### config.mk
export PLATFORM = sky130hd
export DESIGN_NAME = mf3_median_sort
export DESIGN_NICKNAME = d
export VERILOG_FILES = /design/src/rtl/core/mf3_pkg.sv /design/src/rtl/core/mf3_median_sort.sv
export SDC_FILE = /design/constraint.sdc
export NUM_CORES = 1
export LEC_CHECK = 0
export ABC_AREA = 1
export BUFFER_PORTS_ARGS = -buffer_cell sky130_fd_sc_hd__buf_2
export CAP_MARGIN = 30
export CORE_MARGIN = 3
export CORE_UTILIZATION = 34
export CTS_CLUSTER_DIAMETER = 60
export CTS_CLUSTER_SIZE = 40
export DETAILED_ROUTE_END_ITERATION = 8
export PLACE_DENSITY = 0.54
export SETUP_SLACK_MARGIN = 0.1
export SYNTH_ARGS = -nofsm -noshare
export SYNTH_HDL_FRONTEND = slang
export SYNTH_SLANG_ARGS = --single-unit
### constraint.sdc
create_clock -name clk -period 5.28 [get_ports clk]
set_input_delay 0.792 -clock clk [delete_from_list [all_inputs] [get_ports clk]]
set_output_delay 0.792 -clock clk [all_outputs]
set_load 0.02 [all_outputs]
### src/rtl/core/mf3_pkg.sv
// ----------------------------------------------------------------------------
// mf3_pkg: shared definitions for the 3x3 median filter
// Register indexes, fixed field widths, parameter defaults and the
// raster position flags that travel from the position counters to the window.
// ----------------------------------------------------------------------------
package mf3_pkg;

    // Parameter defaults.
    localparam int MAX_WIDTH_DEF  = 1024;
    localparam int PIXEL_BITS_DEF = 8;

    // Window geometry.
    localparam int WIN_ROWS = 3;
    localparam int WIN_TAPS = 9;

    // Configuration register widths and port geometry.
    localparam int WIDTH_REG_W  = 11;
    localparam int HEIGHT_REG_W = 12;
    localparam int CFG_DATA_W   = 12;
    localparam int CFG_INDEX_W  = 1;

    // Row counter: rows run up to height + 1 during the flush.
    localparam int ROW_W = 13;

    // Reset values of the configuration registers.
    localparam logic [WIDTH_REG_W-1:0]  WIDTH_RESET  = 11'd1024;
    localparam logic [HEIGHT_REG_W-1:0] HEIGHT_RESET = 12'd1;

    // Register indexes.
    localparam logic [CFG_INDEX_W-1:0] REG_IMAGE_WIDTH  = 1'd0;
    localparam logic [CFG_INDEX_W-1:0] REG_IMAGE_HEIGHT = 1'd1;

    // Position flags of one item, taken from the raster counters.
    typedef struct packed {
        logic row_ge1;   // a row above exists in the image
        logic row_ge2;   // two rows above exist in the image
        logic col_zero;  // item sits in column zero
        logic col_ge2;   // item sits in column two or later
        logic wide;      // image is at least two pixels wide
        logic past_end;  // item lies after the last image row
        logic emit;      // item completes a window
        logic last;      // item completes the window of the final pixel
    } mf3_pos_t;

endpackage

### src/rtl/core/mf3_median_sort.sv
// ----------------------------------------------------------------------------
// mf3_median_sort: pipelined median of nine
// Sorts each window column, takes the largest minimum, the median of the
// medians and the smallest maximum, and gives the median of those three.
// The last stage is the output register.
// ----------------------------------------------------------------------------
module mf3_median_sort #(
    parameter int PIXEL_BITS = mf3_pkg::PIXEL_BITS_DEF
) (
    input  logic                                          clk,
    input  logic                                          rst_n,
    input  logic                                          win_valid,
    output logic                                          win_ready,
    input  logic [mf3_pkg::WIN_TAPS-1:0][PIXEL_BITS-1:0]  win,
    input  logic                                          win_last,
    output logic                                          res_valid,
    input  logic                                          res_ready,
    output logic [PIXEL_BITS-1:0]                         median,
    output logic                                          last_of_frame
);

    localparam int R = mf3_pkg::WIN_ROWS;

    typedef logic [PIXEL_BITS-1:0] pix_t;

    function automatic pix_t min2(input pix_t a, input pix_t b);
        return (a < b) ? a : b;
    endfunction

    function automatic pix_t max2(input pix_t a, input pix_t b);
        return (a < b) ? b : a;
    endfunction

    function automatic pix_t med3(input pix_t a, input pix_t b, input pix_t c);
        return max2(min2(a, b), min2(max2(a, b), c));
    endfunction

    logic                      v2_reg, v3_reg, v4_reg;
    logic                      r2, r3, r4;
    logic [R-1:0][R-1:0][PIXEL_BITS-1:0] srt_reg;   // [column][lo, mid, hi]
    logic [R-1:0][R-1:0][PIXEL_BITS-1:0] srt_next;
    logic                      last2_reg, last3_reg, last4_reg;
    pix_t                      lo_reg, md_reg, hi_reg;
    pix_t                      med_reg;

    // Stage readiness: a stage loads when empty or when it drains.
    always_comb
    begin
        r4        = !v4_reg || res_ready;
        r3        = !v3_reg || r4;
        r2        = !v2_reg || r3;
        win_ready = r2;
    end

    // Column sort.
    always_comb
    begin
        for (int c = 0; c < R; c++)
        begin
            srt_next[c][0] = min2(min2(win[R*c], win[R*c+1]), win[R*c+2]);
            srt_next[c][1] = med3(win[R*c], win[R*c+1], win[R*c+2]);
            srt_next[c][2] = max2(max2(win[R*c], win[R*c+1]), win[R*c+2]);
        end
    end

    // Valid bits.
    always_ff @(posedge clk or negedge rst_n)
    begin
        if (!rst_n)
        begin
            v2_reg <= 1'b0;
            v3_reg <= 1'b0;
            v4_reg <= 1'b0;
        end
        else
        begin
            if (r2)
                v2_reg <= win_valid;
            if (r3)
                v3_reg <= v2_reg;
            if (r4)
                v4_reg <= v3_reg;
        end
    end

    // Sorted columns.
    always_ff @(posedge clk)
    begin
        if (r2 && win_valid)
        begin
            srt_reg   <= srt_next;
            last2_reg <= win_last;
        end
    end

    // Largest minimum, median of medians, smallest maximum.
    always_ff @(posedge clk)
    begin
        if (r3 && v2_reg)
        begin
            lo_reg    <= max2(max2(srt_reg[0][0], srt_reg[1][0]), srt_reg[2][0]);
            md_reg    <= med3(srt_reg[0][1], srt_reg[1][1], srt_reg[2][1]);
            hi_reg    <= min2(min2(srt_reg[0][2], srt_reg[1][2]), srt_reg[2][2]);
            last3_reg <= last2_reg;
        end
    end

    // Output register.
    always_ff @(posedge clk)
    begin
        if (r4 && v3_reg)
        begin
            med_reg   <= med3(lo_reg, md_reg, hi_reg);
            last4_reg <= last3_reg;
        end
    end

    assign res_valid     = v4_reg;
    assign median        = med_reg;
    assign last_of_frame = last4_reg;

    // The median lies between the largest minimum and the smallest maximum.
    a_median_range: assert property (@(posedge clk) disable iff (!rst_n)
        (r4 && v3_reg && (lo_reg <= hi_reg))
            |=> (med_reg >= $past(lo_reg)) && (med_reg <= $past(hi_reg)))
        else $error("median outside the bracketing values");

endmodule

==> After elaboration in Yosys (flattened, before gate mapping) <==
Index checks and enable logic that the tools add are counted.
{ "classes": {"order_cmp": 22, "n_reduce_logical": 9, "muxes": 30} }
{ "ops": {"columns": ["cell", "n"], "rows": [
  ["$mux 8", 30],
  ["$lt 8x8->1", 22],
  ["$logic_and 1x1->1", 3],
  ["$logic_not 1->1", 3],
  ["$logic_or 1x1->1", 3]
]} }
{ "totals": {"reg_bits": 110, "elab_cells": 80} }

==> Depth between registers and ports, before layout <==
Gate-level depths: netlist of run 1.
{ "logic_depth": {"ltp_word": 6, "depth_mapped": 31, "ltp_nobuf": 28} }

==> Worst setup path before layout of run 1 <==
No wires, ideal clock.
{ "synth_timing": {"path_type": "input to register", "startpoint": "input port win[37] (netlist bit)", "endpoint": "register srt_reg[37] (netlist bit), data pin", "cell_stages": 25, "arrival_time_ns": 4.383, "setup_time_ns": 0.253, "path_slack_ns": 0.644, "cell_sequence": "inv_1 ha_1 a21oi_1 o21a_1 nand2_2 buf_2 buf_2 o21ai_0 ha_1 a21oi_1 nor2_1 a211oi_1 nand2_2 buf_4 inv_1 nand2_1 o21ai_0 inv_1 ha_1 a21oi_1 nor2_1 a211oi_2 nand2_4 nand2_1 nand2_1"} }
{ "synth_rtl": {"columns": ["item", "line", "text"], "rows": [
  ["start, declared", "mf3_median_sort.sv:14", "input logic [mf3_pkg::WIN_TAPS-1:0][PIXEL_BITS-1:0] win,"],
  ["end signal, assigned", "mf3_median_sort.sv:91", "srt_reg <= srt_next;"],
  ["end, declared", "mf3_median_sort.sv:40", "logic [R-1:0][R-1:0][PIXEL_BITS-1:0] srt_reg;"]
]} }

==> Final worst setup path of run 1 <==
{ "layout_timing": {"startpoint": "register srt_reg[39] (netlist bit)", "endpoint": "register md_reg[5], data pin"} }
{ "layout_between": {"elab_chain_len": 6} }
{ "layout_lines": {"columns": ["item", "line", "text"], "rows": [
  ["$lt 8x8->1", "mf3_median_sort.sv:27, mf3_median_sort.sv:31", null],
  ["$mux 8", "mf3_median_sort.sv:31", "return (a < b) ? b : a;"],
  ["$lt 8x8->1", "mf3_median_sort.sv:27", "return (a < b) ? a : b;"],
  ["$mux 8", "mf3_median_sort.sv:27", null],
  ["$lt 8x8->1", "mf3_median_sort.sv:31", null],
  ["$mux 8 *", "mf3_median_sort.sv:31", null],
  ["end signal, assigned", "mf3_median_sort.sv:102", "md_reg <= med3(srt_reg[0][1], srt_reg[1][1], srt_reg[2][1]);"],
  ["end, declared", "mf3_median_sort.sv:43", "pix_t lo_reg, md_reg, hi_reg;"]
]} }
Mark *: on every way between the ends. The rest lies on a longest branch, timed or not.
A chain may end at the register's enable or synchronous reset.

==> results of run 1 <==
## final cells by class
| type | count | area, µm² |
|---|---|---|
| Timing Repair Buffer | 103 | 575.6 |
| Inverter | 212 | 795.8 |
| Fill cell | 3082 | 17700 |
| Sequential cell | 110 | 3288 |
| Multi-Input combinational cell | 1006 | 5867 |
| Clock buffer | 9 | 225.2 |
| Tap cell | 384 | 480.5 |
| Clock inverter | 7 | 85.08 |
## timing repair
item,4_1_cts,5_1_grt
setup buffers,0,0
gates resized for setup,0,3
endpoints found under the setup margin,0,8
## worst max-delay path, cell delays in order, from the launching register on
cell and delay, ns:
edfxtp_1 0.45, inv_1 0.12, ha_1 0.25, a21oi_1 0.15
o21a_1 0.18, nand2_2 0.27, o21ai_0 0.38, ha_1 0.31
a21oi_1 0.13, nor2_1 0.05, a211oi_1 0.36, nand2_2 0.24
o21ai_0 0.46, ha_1 0.34, a21oi_1 0.18, nand2_2 0.09
nand2_4 0.12, nand2_4 0.10, nand2_1 0.08, nand2_1 0.08
## final timing paths
check,start,to,slack [ns],cells after the start
max in group asynchronous,rst_n,v3_reg$_DFFE_PN0P_,4.96,1
worst max register to register,srt_reg[39]$_DFFE_PP_,md_reg[5]$_DFFE_PP_,0.69,19
min in group clk,last2_reg$_DFFE_PP_,last3_reg$_DFFE_PP_,0.43,0
worst min-delay path,rst_n,res_valid$_DFFE_PN0P_,0.22,1
worst min register to register,last2_reg$_DFFE_PP_,last3_reg$_DFFE_PP_,0.43,0
worst max-delay path,srt_reg[39]$_DFFE_PP_,md_reg[5]$_DFFE_PP_,0.69,19
## layout by cell type (no fill, tap or decap), types with 3 or more instances in the layout
cell type	netlist	final
clkbuf_16	0	9
nor2_1	97	97
inv_1	212	211
buf_4	3	15
nand2_2	26	25
nand2_4	10	11
nand4_1	5	5
o211ai_2	4	4
and2_1	7	7
buf_2	24	87
inv_6	0	4
a211oi_2	5	5
edfxtp_1	107	107
ha_1	154	154
o21ai_1	12	12
o211ai_1	3	3
o21ai_0	106	105
nand3_1	69	69
o21a_1	6	6
nand2_1	370	370
o21ai_2	7	8
dfrtp_1	3	3
a21oi_1	115	115
a211oi_1	10	10
## logic make-up after synthesis
family          share of synthesized area, %
simple gates                           24.20
compound gates                         14.65
buf+inv                                9.608
fa+ha+maj                              19.04
flops                                  32.50
## stage by stage
step | worst slack, ns | cells
floorplan | 0.6441 | 1360
global placement | 0.3507 | 1814
detailed placement | 0.1955 | 1814
CTS | 0.5778 | 1830
global route | 0.2628 | 1831
finish | 0.6871 | 1831
## power groups by stage
stage / clock (mW) / sequential (mW) / combinational (mW)
2_1_floorplan: 0 / 1.63 / 3.51
3_3_place_gp: 0 / 1.63 / 4.57
3_5_place_dp: 0 / 1.63 / 4.65
4_1_cts: 0.740 / 1.61 / 4.67
5_1_grt: 0.778 / 1.64 / 5.44
6_report: 0.719 / 1.61 / 4.65
## metal layers
metal  GRT usage [%]  vias to the layer above
met5               0                        -
met4           3.409                        0
met3           1.980                       14
met2           25.89                      132
met1           21.97                     3805
li1                -                     4661
==> impl_results.md, run 1 <==
* Status: finished, final reports clean
* Uppermost layer routed: met4
* GRT Total Usage at 15.69%
* Final setup TNS at 0 ns
* I/O Buffers at 87
* GPL Wtd Cong at 0.8381
* Row Count at 62
* Overflow after GRT at 0
* EDFF count, synth at 107
* CTS buffer count at 9
* # clock sinks at 110
* Hold Crit Class: input pin to async pin
* DR vias at 8,612
* Power, Total at 6.976 mW
* Sw Share at 49.66%
* Clock Power Share at 10.3%
* Max Clk Rate at 217.7 MHz
* Clock-pin slew on the worst setup and hold paths at 0.08 ns
* Final worst path period share at 86.99%
* Die width at 178.5 µm
* Max reg flops at 72
* Met2 wire length at 11,140 µm
* CP Capture Type: flop
* Layout area overhead at 11.85%
* Min cycle time layout at 4.593 ns
* Mapped Avg Cell Area at 7.440 µm²
* Worst VDD drop at 402.9 µV
* Initial core utilization at 34.88%
* Layout cells sized above 1 at 11.96%
* Pre-Repair DR Iteration Count at 5
* Placed Instance Area at 10,970 µm²
* Htree depth at 3
* Max-slew violations at 0
* Final HPWL DP at 20,410 µm
* Post-synth top area cell: edfxtp_1
* Flops & latches, synth at 110
* Most common cell in the synthesized netlist: nand2_1
* Crit Path Category: flop to flop
* Layout Nets at 1,673
* Synth cell count leaders: nand2_1, inv_1, ha_1
* First-pass GRT wire length at 39,860 µm
* Core area at 29,010 µm²
* Leakage at 5.790 nW
* Finish-stage setup viols at 0
* Root Buffer: clkbuf_16
* Synth cell types at 24
* DRT met1 WL at 12,390 µm
* Syn nets at 1,591
* Slew HR at 43.53%
* Design Area, Final at 11,320 µm²
* CTS Buffer Depth at 2
* Register share of total power at 23.1%
* Top cells by area, synth: edfxtp_1, ha_1, nand2_1, inv_1, a21oi_1
* ANT nets after route at 0
* Pwr dens at 616.4 nW/µm²
* RSZ-0062 raised after global routing: no
* Via density at 4.703
* Fraction of power consumed by combinational cells at 66.6%
* DR WL/cell at 13.40 µm
* Synthesized netlist cell count at 1,360
* Clock Latency Late Sink at 0.36 ns
* CP startpoint kind: flop
* Initial drt markers at 440
* Fin util at 39.01%
* Synthesized cell area at 10,120 µm²
* Commonest register cell after synthesis: edfxtp_1
* Vias in the first global route at 7,981
* Synth top area share at 31.75%
* Die Area at 31,870 µm²
* Sequential-to-total area share from yosys stat at 32.50%
* Antenna cells at 0
* Data arrival, critical path at 4.69 ns
* Maxcap violations at 0
* Die Span Y at 178.5 µm
* Critical Path RT at 5.38 ns
* Slew at the pin with the worst max-slew slack at 0.8470 ns
* Worst Skew at 0.008585 ns
* Antenna violations before repair at 0
* Hold-fix buffers, CTS at 0
* FFs w/ async S/R, synth at 2.727%
* Ys Warns at 0
* Ports at 88
* Final hold violations at 0
* DRC Markers at 0
* Pint at 3.512 mW
* Largest net degree at the start of global routing at 42
* Crit path max fanout at 31
* CTS tree: yes
* Hold Slack at 0.2173 ns
* DR WL met3 at 758 µm
* Final wirelength at 24,540 µm
* Net Sw Power at 3.464 mW
No activity file was read; power rests on OpenSTA's default activity.
==> run 2, diff against run 1 <==
- CORE_UTILIZATION: 34 -> 40
- PLACE_DENSITY: 0.54 -> 0.61
==> impl_results.md, run 2 (synthesis results as in run 1) <==
* GPL Wtd Cong at 0.8758
* FF-to-FF path depth at 22
* CTS buffer count at 9
* Pwr dens at 614.9 nW/µm²
* Critical path origin: win[15]
* Final wirelength at 23,730 µm
* First-pass GRT wire length at 38,520 µm
* DR vias at 8,636
* Worst VDD drop at 638.9 µV
* Overflow after GRT at 0
* CTS tree: yes
* Layout area overhead at 10.73%
* DRC Markers at 0
* R2r endpoint: md_reg[7]$_DFFE_PP_
* Layout filler cell count at 2,513
* Max reg flops at 72
* DR WL/cell at 13.40 µm
* CP max-delay cell: o21ai_0
* Pre-CTS WS at 0.2600 ns
* Worst Skew at 0.008769 ns
* Data arrival, critical path at 4.90 ns
* RSZ-0062 raised after global routing: no
* Most Frequent Cell on Critical Path: nand2_1
* Worst reg2reg setup slack at 0.69 ns
* ANT nets after route at 0
* Critical Path RT at 5.40 ns
* CP startpoint kind: input pin
* Final setup TNS at 0 ns
* CTS Buffer Depth at 2
* I/O Buffers at 87
* Die Area at 27,240 µm²
* GRT Total Usage at 17.61%
* Clock Latency Late Sink at 0.36 ns
* Worst path cell trace: buf_2, inv_1, ha_1, nand2_1, inv_1, nor2_1, o21a_1, nand2_2, o21ai_0, ha_1, nand2_1, nor2_1, a211oi_1, nand2_1, buf_4, o21ai_0, ha_1, a21oi_1, nand2_2, nand2_4, nand2_4, nand2_1, nand2_1
* Hold-fix buffers, CTS at 0
* Die Span Y at 165.0 µm
* Reg-to-reg critical path startpoint: srt_reg[39]$_DFFE_PP_
* Most common cell after layout, fill and taps aside: nand2_1
* Crit path max fanout at 31
* Final HPWL DP at 19,650 µm
* Final hold violations at 0
* Largest net degree at the start of global routing at 38
* Slew HR at 43.90%
* Max-slew violations at 0
* Leakage at 5.766 nW
* PostCTS Resize Cnt at 0
* Root Buffer: clkbuf_16
* Vias in the first global route at 7,759
* # clock sinks at 110
* Antenna cells at 0
* Via density at 4.876
* Worst Setup EP: srt_reg[9]$_DFFE_PP_
* Initial drt markers at 548
* Commonest cells after routing, fill and taps aside: nand2_1, inv_1, ha_1
* Initial core utilization at 41.12%
* Status: finished, final reports clean
* Crit Path Category: input pin to flop
* Min setup slack post-route at 0.4996 ns
* Power, Total at 6.890 mW
* CP Capture Type: flop
* Slowest stage delay, CP at 0.61 ns
* Min cycle time layout at 4.780 ns
* Final worst path period share at 90.54%
* Row Count at 57
* Clock-pin slew on the worst setup and hold paths at 0.07 ns
* Pre-Repair DR Iteration Count at 5
* Slew at the pin with the worst max-slew slack at 0.8403 ns
* Core area at 24,600 µm²
* Layout Nets at 1,673
* Post-CTS setup buffer count at 0
* Layout cells sized above 1 at 11.82%
* Die width at 165.0 µm
* Htree depth at 3
* Max Clk Rate at 209.2 MHz
* Antenna violations before repair at 0
* Hold Crit Class: input pin to async pin
* Maxcap violations at 0
* Ports at 88
* Finish-stage setup viols at 0
run 2: how the worst min path moves through the flow:
stage                              from                 endpoint  slack, ns  cells past startpoint
detailed placement  last2_reg$_DFFE_PP_      last3_reg$_DFFE_PP_       0.41                      0
floorplan           last2_reg$_DFFE_PP_      last3_reg$_DFFE_PP_       0.40                      0
finish                            rst_n       v3_reg$_DFFE_PN0P_       0.21                      1
global placement    last3_reg$_DFFE_PP_  last_of_frame$_DFFE_PP_       0.41                      0
CTS                               rst_n       v3_reg$_DFFE_PN0P_       0.20                      1
global route                      rst_n       v3_reg$_DFFE_PN0P_       0.20                      1
run 2: area by class of cell:
type | instances | area (µm²) | share of cell area [%]
Sequential cell | 110 | 3288 | 29.35
Timing Repair Buffer | 103 | 575.6 | 5.137
Multi-Input combinational cell | 1006 | 5858 | 52.28
Tap cell | 324 | 405.4 | 3.618
Inverter | 212 | 795.8 | 7.102
Clock buffer | 10 | 229.0 | 2.044
Clock inverter | 6 | 52.55 | 0.4690
run 2: routing by layer:
| layer | vias to the layer above | wire length, µm | GRT usage, % |
|---|---|---|---|
| met3 | 22 | 823 | 2.207 |
| met4 | 0 | 401 | 4.918 |
| met5 | - | 0 | 0 |
| li1 | 4662 | - | - |
| met1 | 3809 | 11900 | 24.80 |
| met2 | 143 | 10610 | 28.40 |
run 2: report_power, final:
group / leakage, nW / internal [mW] / total, mW / switching, mW
Combinational: 4.56 / 1.65 / 4.62 / 2.96
Clock: 0.132 / 0.329 / 0.659 / 0.330
Sequential: 1.07 / 1.48 / 1.61 / 0.133
Total: 5.77 / 3.46 / 6.89 / 3.43
run 2: per-stage QoR:
stage | util [%] | std cells | hold slack, ns | cell area [µm²]
after detailed placement | 44.39 | 1755 | 0.4115 | 10920
after floorplan | - | 1360 | 0.4003 | 10120
after CTS | 45.54 | 1771 | 0.1968 | 11200
after global routing | 45.54 | 1771 | 0.1975 | 11200
after global placement | 44.28 | 1754 | 0.4094 | 10900
final | 45.54 | 1771 | 0.2105 | 11200
run 2: worst max-delay path: cells and delay by family:
| kind | cells | cell delay (ns) |
|---|---|---|
| simple gates | 11 | 1.23 |
| compound gates | 5 | 1.47 |
| fa+ha+maj | 3 | 0.92 |
| buf+inv | 4 | 0.48 |
