File: src/rtl/core/mf3_pkg.sv
// ----------------------------------------------------------------------------
// mf3_pkg: shared definitions for the 3x3 median filter
// Register indexes, fixed field widths, parameter defaults and the
// raster position flags that travel from the position counters to the window.
// ----------------------------------------------------------------------------
package mf3_pkg;

    // Parameter defaults.
    localparam int MAX_WIDTH_DEF  = 1024;
    localparam int PIXEL_BITS_DEF = 8;

    // Window geometry.
    localparam int WIN_ROWS = 3;
    localparam int WIN_TAPS = 9;

    // Configuration register widths and port geometry.
    localparam int WIDTH_REG_W  = 11;
    localparam int HEIGHT_REG_W = 12;
    localparam int CFG_DATA_W   = 12;
    localparam int CFG_INDEX_W  = 1;

    // Row counter: rows run up to height + 1 during the flush.
    localparam int ROW_W = 13;

    // Reset values of the configuration registers.
    localparam logic [WIDTH_REG_W-1:0]  WIDTH_RESET  = 11'd1024;
    localparam logic [HEIGHT_REG_W-1:0] HEIGHT_RESET = 12'd1;

    // Register indexes.
    localparam logic [CFG_INDEX_W-1:0] REG_IMAGE_WIDTH  = 1'd0;
    localparam logic [CFG_INDEX_W-1:0] REG_IMAGE_HEIGHT = 1'd1;

    // Position flags of one item, taken from the raster counters.
    typedef struct packed {
        logic row_ge1;   // a row above exists in the image
        logic row_ge2;   // two rows above exist in the image
        logic col_zero;  // item sits in column zero
        logic col_ge2;   // item sits in column two or later
        logic wide;      // image is at least two pixels wide
        logic past_end;  // item lies after the last image row
        logic emit;      // item completes a window
        logic last;      // item completes the window of the final pixel
    } mf3_pos_t;

endpackage

File: src/rtl/core/mf3_window.sv
// ----------------------------------------------------------------------------
// mf3_window: line store update and 3x3 window assembly
// The item waits in a register for its line store word, then builds the newest
// column, writes the line store back, shifts the window columns and hands the
// nine window values onward when the item completes a window.
// ----------------------------------------------------------------------------
module mf3_window #(
    parameter int MAX_WIDTH  = mf3_pkg::MAX_WIDTH_DEF,
    parameter int PIXEL_BITS = mf3_pkg::PIXEL_BITS_DEF,
    localparam int COL_W = $clog2(MAX_WIDTH)
) (
    input  logic                                            clk,
    input  logic                                            rst_n,
    // Incoming item and its position.
    input  logic                                            item_valid,
    output logic                                            item_ready,
    input  logic                                            req_type,
    input  logic [PIXEL_BITS-1:0]                           pixel,
    input  logic [COL_W-1:0]                                col,
    input  mf3_pkg::mf3_pos_t                               pos,
    // Line store port.
    output logic                                            rd_en,
    output logic [COL_W-1:0]                                rd_addr,
    input  logic [2*PIXEL_BITS-1:0]                         rd_data,
    output logic                                            wr_en,
    output logic [COL_W-1:0]                                wr_addr,
    output logic [2*PIXEL_BITS-1:0]                         wr_data,
    // Completed window.
    output logic                                            win_valid,
    input  logic                                            win_ready,
    output logic [mf3_pkg::WIN_TAPS-1:0][PIXEL_BITS-1:0]    win,
    output logic                                            win_last
);

    localparam int R = mf3_pkg::WIN_ROWS;

    logic                                          m_valid_reg;
    logic [PIXEL_BITS-1:0]                         m_px_reg;
    logic [COL_W-1:0]                              m_col_reg;
    mf3_pkg::mf3_pos_t                             m_pos_reg;
    logic                                          m_adv;
    logic                                          accept;
    logic [R-1:0][PIXEL_BITS-1:0]                  left_reg;
    logic [R-1:0][PIXEL_BITS-1:0]                  mid_reg;
    logic [R-1:0][PIXEL_BITS-1:0]                  col_v;
    logic [mf3_pkg::WIN_TAPS-1:0][PIXEL_BITS-1:0]  win_next;
    logic                                          s1_valid_reg;
    logic                                          s1_valid_next;
    logic [mf3_pkg::WIN_TAPS-1:0][PIXEL_BITS-1:0]  s1_win_reg;
    logic                                          s1_last_reg;

    // Handshake: the waiting item moves on unless its window cannot be placed.
    always_comb
    begin
        m_adv      = m_valid_reg && (!m_pos_reg.emit || !s1_valid_reg || win_ready);
        item_ready = !m_valid_reg || m_adv;
        accept     = item_valid && item_ready;
    end

    // Line store read for the accepted item; write back when it moves on.
    always_comb
    begin
        rd_en   = accept;
        rd_addr = col;
        wr_en   = m_adv;
        wr_addr = m_col_reg;
        wr_data = {rd_data[PIXEL_BITS-1:0], m_px_reg};
    end

    // Newest column and window assembly, with zero outside the image.
    always_comb
    begin
        col_v[0] = m_pos_reg.row_ge2 ? rd_data[2*PIXEL_BITS-1:PIXEL_BITS] : '0;
        col_v[1] = m_pos_reg.row_ge1 ? rd_data[PIXEL_BITS-1:0] : '0;
        col_v[2] = m_px_reg;
        win_next = '0;
        for (int i = 0; i < R; i++)
        begin
            win_next[R + i] = mid_reg[i];
            if (m_pos_reg.col_zero)
            begin
                // Centre is the last column of the row before: right side is zero.
                win_next[i] = m_pos_reg.wide ? left_reg[i] : '0;
            end
            else
            begin
                win_next[i]         = m_pos_reg.col_ge2 ? left_reg[i] : '0;
                win_next[2 * R + i] = col_v[i];
            end
        end
    end

    // Waiting item registers.
    always_ff @(posedge clk or negedge rst_n)
    begin
        if (!rst_n)
            m_valid_reg <= 1'b0;
        else if (item_ready)
            m_valid_reg <= item_valid;
    end

    always_ff @(posedge clk)
    begin
        if (accept)
        begin
            m_px_reg  <= (req_type || pos.past_end) ? '0 : pixel;
            m_col_reg <= col;
            m_pos_reg <= pos;
        end
    end

    // Window column shift.
    always_ff @(posedge clk)
    begin
        if (m_adv)
        begin
            left_reg <= mid_reg;
            mid_reg  <= col_v;
        end
    end

    // Completed window register.
    always_comb
    begin
        if (m_adv && m_pos_reg.emit)
            s1_valid_next = 1'b1;
        else if (win_ready)
            s1_valid_next = 1'b0;
        else
            s1_valid_next = s1_valid_reg;
    end

    always_ff @(posedge clk or negedge rst_n)
    begin
        if (!rst_n)
            s1_valid_reg <= 1'b0;
        else
            s1_valid_reg <= s1_valid_next;
    end

    always_ff @(posedge clk)
    begin
        if (m_adv && m_pos_reg.emit)
        begin
            s1_win_reg  <= win_next;
            s1_last_reg <= m_pos_reg.last;
        end
    end

    assign win_valid = s1_valid_reg;
    assign win       = s1_win_reg;
    assign win_last  = s1_last_reg;

    // The line store is written only by an item that has its read data.
    a_write_after_read: assert property (@(posedge clk) disable iff (!rst_n)
        wr_en |-> m_valid_reg && !$isunknown(m_col_reg))
        else $error("line store written without a waiting item");

endmodule

File: config.mk
export PLATFORM = sky130hd
export DESIGN_NAME = mf3_window
export DESIGN_NICKNAME = d
export VERILOG_FILES = /design/src/rtl/core/mf3_pkg.sv /design/src/rtl/core/mf3_window.sv
export SDC_FILE = /design/constraint.sdc
export NUM_CORES = 1
export LEC_CHECK = 0
export ABC_AREA = 1
export CORE_MARGIN = 1.5
export CORE_UTILIZATION = 37
export DETAILED_ROUTE_END_ITERATION = 8
export DONT_BUFFER_PORTS = 1
export SLEW_MARGIN = 20
export SYNTH_ARGS = -nofsm -noshare
export SYNTH_HDL_FRONTEND = slang
export SYNTH_SLANG_ARGS = --single-unit
export TNS_END_PERCENT = 10
File: constraint.sdc
create_clock -name clk -period 3.5 [get_ports clk]
set_clock_uncertainty 0.05 [all_clocks]
set_input_delay 0.525 -clock clk [delete_from_list [all_inputs] [get_ports clk]]
set_output_delay 0.525 -clock clk [all_outputs]
set_load 0.02 [all_outputs]
# --- Word-level counts from Yosys, hierarchy flattened ---
# Index checks and enable logic that the tools add are counted.
classes:
  muxes: 13
  n_reduce_logical: 11
ops:
  columns: ["cell", "count"]
  rows:
  - ["$mux 8", 11]
  - ["$logic_or 1x1->1", 4]
  - ["$logic_and 1x1->1", 3]
  - ["$logic_not 1->1", 3]
  - ["$mux 1", 2]
  - ["$reduce_bool 2->1", 1]
totals:
  regBits: 148
  in_bits: 47
  output_inout_bits: 113
  wordCells: 51

# --- Depth between registers and ports, before layout ---
# Gate-level depths: netlist of run 1.
depth:
  depth_word: 6
  depth_mapped: 5

# --- Least setup slack after synthesis of run 1 ---
# No wires, ideal clock.
synth_path:
  path_type: "reg2out"
  from: "register m_pos_reg[1] (netlist name)"
  to: "output wr_en"
  arrival_time_ns: 3.382
  t_required_ns: 2.925
  setup_slack_ns: -0.457
  path_stages_with_launch: 2
  n_path_buf: 0
  path_cell_list: "edfxtp_1 -> a31oi_1"
synth_between:
  elab_chain_cells: 4
synth_lines:
  columns: ["element", "line_no", "rtl"]
  rows:
  - ["from (decl)", "mf3_window.sv:40", "mf3_pkg::mf3_pos_t m_pos_reg;"]
  - ["from (signal assigned)", "mf3_window.sv:108", "m_pos_reg <= pos;"]
  - ["$logic_not 1->1", "mf3_window.sv:55", "m_adv = m_valid_reg && (!m_pos_reg.emit || !s1_valid_reg || win_ready);"]
  - ["$logic_or 1x1->1 (2 in a row)", "mf3_window.sv:55", null]
  - ["$logic_and 1x1->1", "mf3_window.sv:55", null]
  - ["to (decl)", "mf3_window.sv:25", "output logic wr_en,"]
# Every way passes these cells.

# --- Final worst setup path of run 1 ---
layout_path:
  from: "register s1_valid_reg, in the netlist win_valid"
  to: "output rd_en"
layout_between:
  elab_chain_cells: 6
layout_lines:
  columns: ["element", "line_no", "rtl"]
  rows:
  - ["from (decl)", "mf3_window.sv:47", "logic s1_valid_reg;"]
  - ["from (signal assigned)", "mf3_window.sv:138", "s1_valid_reg <= s1_valid_next;"]
  - ["$logic_not 1->1", "mf3_window.sv:55", null]
  - ["$logic_or 1x1->1 (2 in a row)", "mf3_window.sv:55", null]
  - ["$logic_and 1x1->1", "mf3_window.sv:55", null]
  - ["$logic_or 1x1->1", "mf3_window.sv:56", "item_ready = !m_valid_reg || m_adv;"]
  - ["net item_ready", "mf3_window.sv:16", "output logic item_ready,"]
  - ["$logic_and 1x1->1", "mf3_window.sv:57", "accept = item_valid && item_ready;"]
  - ["to (decl)", "mf3_window.sv:22", "output logic rd_en,"]
# The timed path passes the listed nets, and every way through them passes these cells.

==> flow_summary_export.csv, run 1 <==
group,metric,value,unit
power,sw_frac_of_total,0.215,
worst_setup_path,crit_fanout,22,
die,rows,43,
cells_and_area,final_cell_count_no_fill,506,
global_routing,grt_max_degree,46,
logic_synthesis,synthCells,326,
logic_synthesis,synth.area.top_cells,"edfxtp_1, inv_1, nor2_1",
clocking,cts_made_buffers,17,
die,core_area,0.0139,mm²
timing,tightestPinTransition,1030,ps
worst_setup_path,cp.arrival,1840,ps
routing,drt-initial-drc-count,110,
min_path,hp-class,"in -> reg",
routing,postRouteAntennaNets,0,
logic_synthesis,syn_avg_cell_area,16.1,µm²
power,pwr-share-clk,0.413,
routing,firstDrtPassIters,5,
clocking,cts.sinks,148,
timing,fin_crit_sh,0.691,
cells_and_area,fillers,1238,
cells_and_area,layout_commonest_cell,"edfxtp_1",
place,place.gp.congestion,0.745,
clocking,cts_root_buf,"clkbuf_16",
power,powerDensity,688,mW/mm²
worst_setup_path,crit_end,"rd_en",
place,port_buffers,0,
worst_setup_path,r2r-start,"win_valid",
logic_synthesis,synth_warnings,0,
die,dieArea,0.0149,mm²
worst_setup_path,crit_family,"buffers and inverters",
routing,vias_per_cell,4.37,
global_routing,grt_use_total,0.120,
routing,drc,0,
place,place_inst,475,
worst_setup_path,crit_chain,"nand4_1, nand2_1, inv_1, buf_4",
timing,setup_tns,0,ps
timing,setup-violations-final,0,
logic_synthesis,netlist_area,0.00525,mm²
logic_synthesis,ys_types,15,
timing,min_period,2420,ps
logic_synthesis,synth_top_area_cell,"edfxtp_1",
global_routing,grt_first_pass_wirelength,12500,µm
worst_setup_path,slowest_delay,490,ps
cells_and_area,layout_common_cells,"edfxtp_1, inv_1, nor2_1, nand2_1, clkbuf_16",
power,total_leakage_power,2.26,nW
power,vdd_ir_drop_max,0.278,mV
power,p_int,0.00315,W
routing,wl,8590,µm
cells_and_area,final_nets,362,
run,cap_violations,0,
power,p_sw,0.000863,W
cells_and_area,syn2layout_area_growth,11.3,%
die,dieWidth,122,µm
worst_setup_path,startpoint,"win_valid",
routing,detail_route.wl_per_cell,17.0,µm
run_status,status,"finished clean",
place,dp_hpwl,5800,µm
die,die_y,122,µm
routing,vias,2211,
timing,max_slew_margin,0.315,
clocking,clockBufferDepth,2,
clocking,cts_resized,0,
timing,slew_violations,0,
logic_synthesis,syn_nets,373,
worst_setup_path,rr_worst_depth,2,
worst_setup_path,crit_type,"reg -> out",
cells_and_area,drive_gt1_frac,0.104,
worst_setup_path,r2r_end,"left_reg[2]",
power,combPwrFrac,0.030,
logic_synthesis,ys_ff_latch,148,
global_routing,globalRouteOverflowTotal,0,
worst_setup_path,crit_required,2920,ps
timing,hold_viol_final,0,
worst_setup_path,crit_buf_inv,2,
timing,rsz0062_at_grt,"no",
worst_setup_path,crit_path_start_kind,"flip-flop",
timing,whs,159,ps
die,start_util,0.378,
cells_and_area,diodes,0,
clocking,clk_pin_slew,60,ps
timing,setup_ws,1080,ps
timing,max_freq,414,MHz
die,ioPinCount,160,
worst_setup_path,r2r_slack,1490,ps
worst_setup_path,critical_path_depth,4,
global_routing,grt_pass1_vias,2248,
place,post-place-ws,1440,ps
global_routing,antenna_found_initial,0,
logic_synthesis,ys_seq_area_frac,0.845,
clocking,cts_tree,"yes",
worst_setup_path,cp-end-kind,"output port",
clocking,h-tree-depth,4,
logic_synthesis,synth_top_area_share,0.835,
clocking,clk_latency,410,ps
cells_and_area,largest_register_ffs,72,
power,power_frac_seq,0.557,
worst_setup_path,cp_slowest_cell,"dfrtp_1",
## through the flow
stage,instance area (µm²),total power (W),utilization
after CTS,5840,0.00408,0.421
after global placement,5290,0.00239,0.381
after detailed placement,5290,0.00240,0.381
after floorplan,5260,0.00238,-
final,5840,0.00402,0.421
after global routing,5840,0.00416,0.421
## per-layer routing
| layer | wire length [µm] | GRT usage | share of wire | vias up |
|---|---|---|---|---|
| met5 | 0 | 0 | 0 | - |
| met1 | 3250 | 0.119 | 0.38 | 1078 |
| met4 | 136 | 0.0654 | 0.016 | 0 |
| met3 | 705 | 0.0651 | 0.082 | 13 |
| met2 | 4500 | 0.199 | 0.52 | 92 |
| li1 | - | - | - | 1028 |
## cells by family (layout without fill, tap and decap cells)
group,after synthesis,after routing,synth area share
flops,148,148,0.845
buf+inv,96,96,0.0922
simple gates,80,80,0.0589
compound gates,2,2,0.00429
## layout make-up
type / instances / area [µm²] / area share
flip-flops and latches: 148 / 4430 / 0.759
clock buffers: 17 / 425 / 0.0728
multi-input cells: 82 / 347 / 0.0593
inverters: 62 / 234 / 0.0401
well taps: 180 / 225 / 0.0386
clock inverters: 13 / 119 / 0.0203
repair buffers: 4 / 57.6 / 0.00985
## what timing repair did
item	CTS	global route
setup buffers	0	0
endpoints found under the hold margin	2	0
hold buffers	1	0
## power groups by stage
stage | logic (W) | registers, W | clock network [W]
detailed placement | 0.000122 | 0.00228 | 0
floorplan | 0.000140 | 0.00224 | 0
global placement | 0.000117 | 0.00227 | 0
global route | 0.000137 | 0.00225 | 0.00177
finish | 0.000120 | 0.00224 | 0.00166
CTS | 0.000124 | 0.00224 | 0.00171
## worst min-delay path by stage
stage                start  cells past startpoint  slack (ps)            to
finish              col[1]                      0         160    wr_addr[1]
global route        pos[7]                      0         130  m_pos_reg[7]
CTS                 col[7]                      0         130    wr_addr[7]
detailed placement   rst_n                      0         180   m_valid_reg
global placement     rst_n                      0         180     win_valid
floorplan            rst_n                      0         180   m_valid_reg
## synth_stat cells (all sizes together)
library cell  instances
o21ai                 1
a31oi                 1
buf                  32
clkbuf                2
inv                  62
nand3                 1
nor2                 56
nand2                21
nand4                 1
edfxtp              146
dfrtp                 2
or2                   1
## worst register-to-register path, cell delays in order (launching register included)
cell and delay, ps:
dfrtp_1 490, a31oi_4 840, buf_12 300
No activity file was read; power rests on OpenSTA's default activity.
==> run 2, diff against run 1 <==
clock period = 2.05 ns   (was 3.5 ns; I/O delays follow)
==> run 2 against run 1 <==
Die area stayed put. Clock-buffer cell count rose by 2. Sequential cell count unchanged. Global-route usage is 0.21 points higher. Largest cell class unchanged.
==> flow_summary_export.csv, run 2 (same netlist as run 1, synthesis figures left out) <==
group,metric,value,unit
timing,fin_crit_sh,0.910,
die,start_util,0.378,
place,port_buffers,0,
cells_and_area,largest_register_ffs,72,
routing,wl,8700,µm
timing,min_period,1870,ps
timing,setup-violations-final,0,
cells_and_area,syn2layout_area_growth,15.6,%
clocking,clk_pin_slew,60,ps
cells_and_area,drive_gt1_frac,0.120,
routing,postRouteAntennaNets,0,
timing,whs,42.2,ps
die,rows,43,
worst_setup_path,crit_required,1690,ps
cells_and_area,fillers,1231,
worst_setup_path,cp_slowest_cell,"dfrtp_1",
worst_setup_path,rr_worst_depth,4,
routing,firstDrtPassIters,5,
routing,detail_route.wl_per_cell,16.4,µm
worst_setup_path,crit_type,"reg -> out",
worst_setup_path,crit_chain,"nand4_1, nand2_1, inv_2, buf_12",
clocking,cts_tree,"yes",
global_routing,grt_first_pass_wirelength,12800,µm
timing,max_slew_margin,0.722,
run,cap_violations,0,
clocking,h-tree-depth,4,
place,place.gp.congestion,0.729,
power,total_leakage_power,2.36,nW
clocking,cts_root_buf,"clkbuf_16",
global_routing,grt_use_total,0.122,
global_routing,globalRouteOverflowTotal,0,
timing,slew_violations,0,
timing,hold_viol_final,0,
worst_setup_path,cp-end-kind,"output port",
cells_and_area,final_cell_count_no_fill,531,
global_routing,grt_pass1_vias,2338,
routing,vias,2299,
cells_and_area,layout_commonest_cell,"edfxtp_1",
cells_and_area,final_nets,385,
clocking,cts.sinks,148,
clocking,clk_latency,410,ps
min_path,hp-class,"in -> reg",
timing,rsz0062_at_grt,"no",
clocking,post_cts_buffers,0,
worst_setup_path,cp.arrival,1510,ps
die,core_area,0.0139,mm²
die,dieArea,0.0149,mm²
power,powerDensity,1130,mW/mm²
die,die_y,122,µm
timing,max_freq,536,MHz
power,total_power,0.00688,W
worst_setup_path,crit_path_start_kind,"flip-flop",
min_path,hold_depth,2,
cells_and_area,layout_common_cells,"edfxtp_1, inv_1, nor2_1, nand2_1, dlygate4sd3_1",
routing,vias_per_cell,4.33,
die,ioPinCount,160,
worst_setup_path,crit_fanout,21,
routing,drt-initial-drc-count,143,
die,dieWidth,122,µm
power,vdd_ir_drop_max,0.471,mV
place,dp_hpwl,5690,µm
global_routing,antenna_found_initial,0,
clocking,cts_made_buffers,17,
place,place_inst,480,
timing,tightestPinTransition,417,ps
routing,drc,0,
timing,setup_ws,184,ps
clocking,clockBufferDepth,2,
global_routing,grt_max_degree,55,
run_status,status,"finished clean",
cells_and_area,diodes,0,
place,post-place-ws,518,ps
worst_setup_path,slowest_delay,500,ps
## run 2: cell count changes in the layout (fill, tap and decap cells not counted), moves of 2 or more
cell,change
clkbuf_1,+2
inv_6,+2
clkinv_1,-2
dlygate4sd3_1,+18
buf_4,+4
## run 2: what timing repair did
action	CTS	global route
endpoints found under the setup margin	0	1
hold buffers	19	0
hold endpoints to repair	20	0
resized for setup	0	1
## run 2: power by group
part	internal (W)	switching, W
clock	0.00166	0.00115
sequential	0.00359	0.000224
combinational	0.0000835	0.000171
## run 2: critical path: cells and delay by family, from the launching register on
kind / cells / cell delay, ps
buffers and inverters: 2 / 350
flip-flops: 1 / 500
AND/OR/NAND/NOR: 2 / 240
## run 2: worst paths after layout
| kind | end | from | slack, ps |
|---|---|---|---|
| max | rd_en | win_valid | 180 |
| min | mid_reg[12] | rd_data[4] | 40 |
| max reg2reg | win[56] | win_valid | 510 |
| min reg2reg | win[34] | mid_reg[10] | 390 |
| max in group asynchronous | win_valid | rst_n | 1760 |
| min in group asynchronous | m_valid_reg | rst_n | 70 |
## run 2: through the flow
step / utilization / setup TNS [ps] / cell area, µm²
final: 0.437 / 0 / 6070
after global routing: 0.437 / 0 / 6070
after CTS: 0.437 / 0 / 6070
after detailed placement: 0.385 / 0 / 5340
after global placement: 0.385 / 0 / 5340
after floorplan: - / -39950 / 5270
## run 2: routing by layer
metal / GRT usage / vias to the layer above / share of wire
li1: - / 1085 / -
met1: 0.132 / 1088 / 0.41
met2: 0.199 / 108 / 0.50
met3: 0.0543 / 18 / 0.069
met4: 0.0669 / 0 / 0.023
met5: 0 / - / 0
## run 2: final cells by class
| type | instances | area [µm²] | area share |
|---|---|---|---|
| clock buffer | 19 | 433 | 0.0713 |
| clock inverter | 13 | 110 | 0.0181 |
| inverter | 62 | 234 | 0.0385 |
| multi-input combinational | 82 | 347 | 0.0571 |
| sequential | 148 | 4430 | 0.730 |
| tap | 180 | 225 | 0.0371 |
| timing repair buffer | 27 | 288 | 0.0474 |
==> run 3, diff against run 2 <==
CORE_ASPECT_RATIO = 0.9   (was unset)
==> run 3 against run 2 <==
Total power grew 4.7%. Clock-buffer cell count is the same. First-iteration DRC count shrank 4.2%. Clock power grew 12%.
==> flow_summary_export.csv, run 3 (same netlist as run 1, synthesis figures left out) <==
group,metric,value,unit
place,port_buffers,0,
die,start_util,0.376,
cells_and_area,layout_common_cells,"edfxtp_1, inv_1, nor2_1, nand2_1, dlygate4sd3_1",
routing,postRouteAntennaNets,0,
global_routing,globalRouteOverflowTotal,0,
power,total_leakage_power,2.39,nW
die,ioPinCount,160,
worst_setup_path,r2r_slack,510,ps
clocking,clockBufferDepth,2,
die,rows,41,
worst_setup_path,crit_required,1690,ps
place,dp_hpwl,5600,µm
timing,rsz0062_at_grt,"no",
worst_setup_path,startpoint,"win_valid",
routing,vias_per_cell,4.17,
timing,setup-violations-final,0,
power,powerDensity,1170,mW/mm²
timing,whs,44.6,ps
timing,max_slew_margin,0.727,
global_routing,grt_first_pass_wirelength,12300,µm
worst_setup_path,crit_path_start_kind,"flip-flop",
die,dieArea,0.0149,mm²
worst_setup_path,crit_end,"wr_en",
global_routing,antenna_found_initial,0,
timing,hold_viol_final,0,
clocking,clk_latency,410,ps
routing,wl,8580,µm
timing,fin_crit_sh,0.900,
power,vdd_ir_drop_max,0.520,mV
routing,vias,2266,
cells_and_area,drive_gt1_frac,0.117,
clocking,cts_root_buf,"clkbuf_16",
timing,slew_violations,0,
clocking,cts.sinks,148,
cells_and_area,layout_commonest_cell,"edfxtp_1",
cells_and_area,final_util,0.441,
clocking,cts_made_buffers,17,
routing,drc,0,
worst_setup_path,r2r-start,"win_valid",
min_path,hp-class,"in -> reg",
routing,firstDrtPassIters,4,
place,place_inst,492,
die,die_y,116,µm
worst_setup_path,r2r_end,"win[5]",
cells_and_area,largest_register_ffs,72,
global_routing,grt_max_degree,50,
global_routing,grt_pass1_vias,2179,
clocking,clk_pin_slew,60,ps
cells_and_area,stdcell_area,0.00615,mm²
worst_setup_path,crit_type,"reg -> out",
cells_and_area,final_nets,384,
die,core_area,0.0140,mm²
worst_setup_path,cp-end-kind,"output port",
cells_and_area,diodes,0,
routing,drt-initial-drc-count,137,
timing,min_period,1850,ps
clocking,h-tree-depth,4,
timing,max_freq,542,MHz
place,place_area,0.00536,mm²
cells_and_area,syn2layout_area_growth,17.2,%
global_routing,grt_use_total,0.118,
worst_setup_path,rr_worst_depth,4,
cells_and_area,fillers,1230,
cells_and_area,final_cell_count_no_fill,543,
clocking,cts_tree,"yes",
place,place.gp.congestion,0.741,
routing,detail_route.wl_per_cell,15.8,µm
worst_setup_path,cp.arrival,1490,ps
timing,tightestPinTransition,409,ps
die,dieWidth,129,µm
run,cap_violations,0,
worst_setup_path,crit_fanout,49,
timing,setup_tns,0,ps
run_status,status,"finished clean",
## run 3: area by class of cell
type | count | area, µm² | area share
sequential | 148 | 4430 | 0.721
clock buffer | 19 | 433 | 0.0704
multi-input combinational | 82 | 347 | 0.0563
inverter | 62 | 233 | 0.0378
timing repair buffer | 26 | 293 | 0.0476
tap | 193 | 241 | 0.0392
clock inverter | 13 | 173 | 0.0281
## run 3: per-layer routing
metal,share of wire,GRT usage,vias to the layer above
li1,-,-,1079
met1,0.41,0.134,1082
met2,0.51,0.188,94
met3,0.068,0.0572,11
met4,0.015,0.0599,0
met5,0,0,-
## run 3: worst min path at each step
stage | start | end | slack, ps | cells past startpoint
floorplan | rst_n | m_valid_reg | -40 | 0
global placement | rst_n | m_valid_reg | -40 | 0
detailed placement | rst_n | m_valid_reg | -40 | 0
CTS | rd_data[0] | mid_reg[8] | 20 | 2
global route | rd_data[15] | mid_reg[7] | 20 | 2
finish | rd_data[2] | mid_reg[10] | 40 | 2
## run 3: timing repair
item / in CTS / in global routing
buffers inserted: 0 / 0
hold buffers: 19 / 0
endpoints found under the hold margin: 20 / 0
gates resized for setup: 0 / 0
## run 3: through the flow
stage	worst slack (ps)	total power [W]
finish	204	0.00720
global route	127	0.00747
CTS	175	0.00730
detailed placement	496	0.00411
global placement	535	0.00409
floorplan	-547	0.00406
## run 3: worst max-delay path: stages (launching register included)
cell and delay [ps]:
dfrtp_1 500, a31oi_4 250, buf_12 270
## run 3: where the power goes
part | leakage (nW) | switching, W | internal [W]
Clock | 0.289 | 0.00120 | 0.00194
Sequential | 1.44 | 0.000222 | 0.00358
Combinational | 0.659 | 0.000166 | 0.0000856
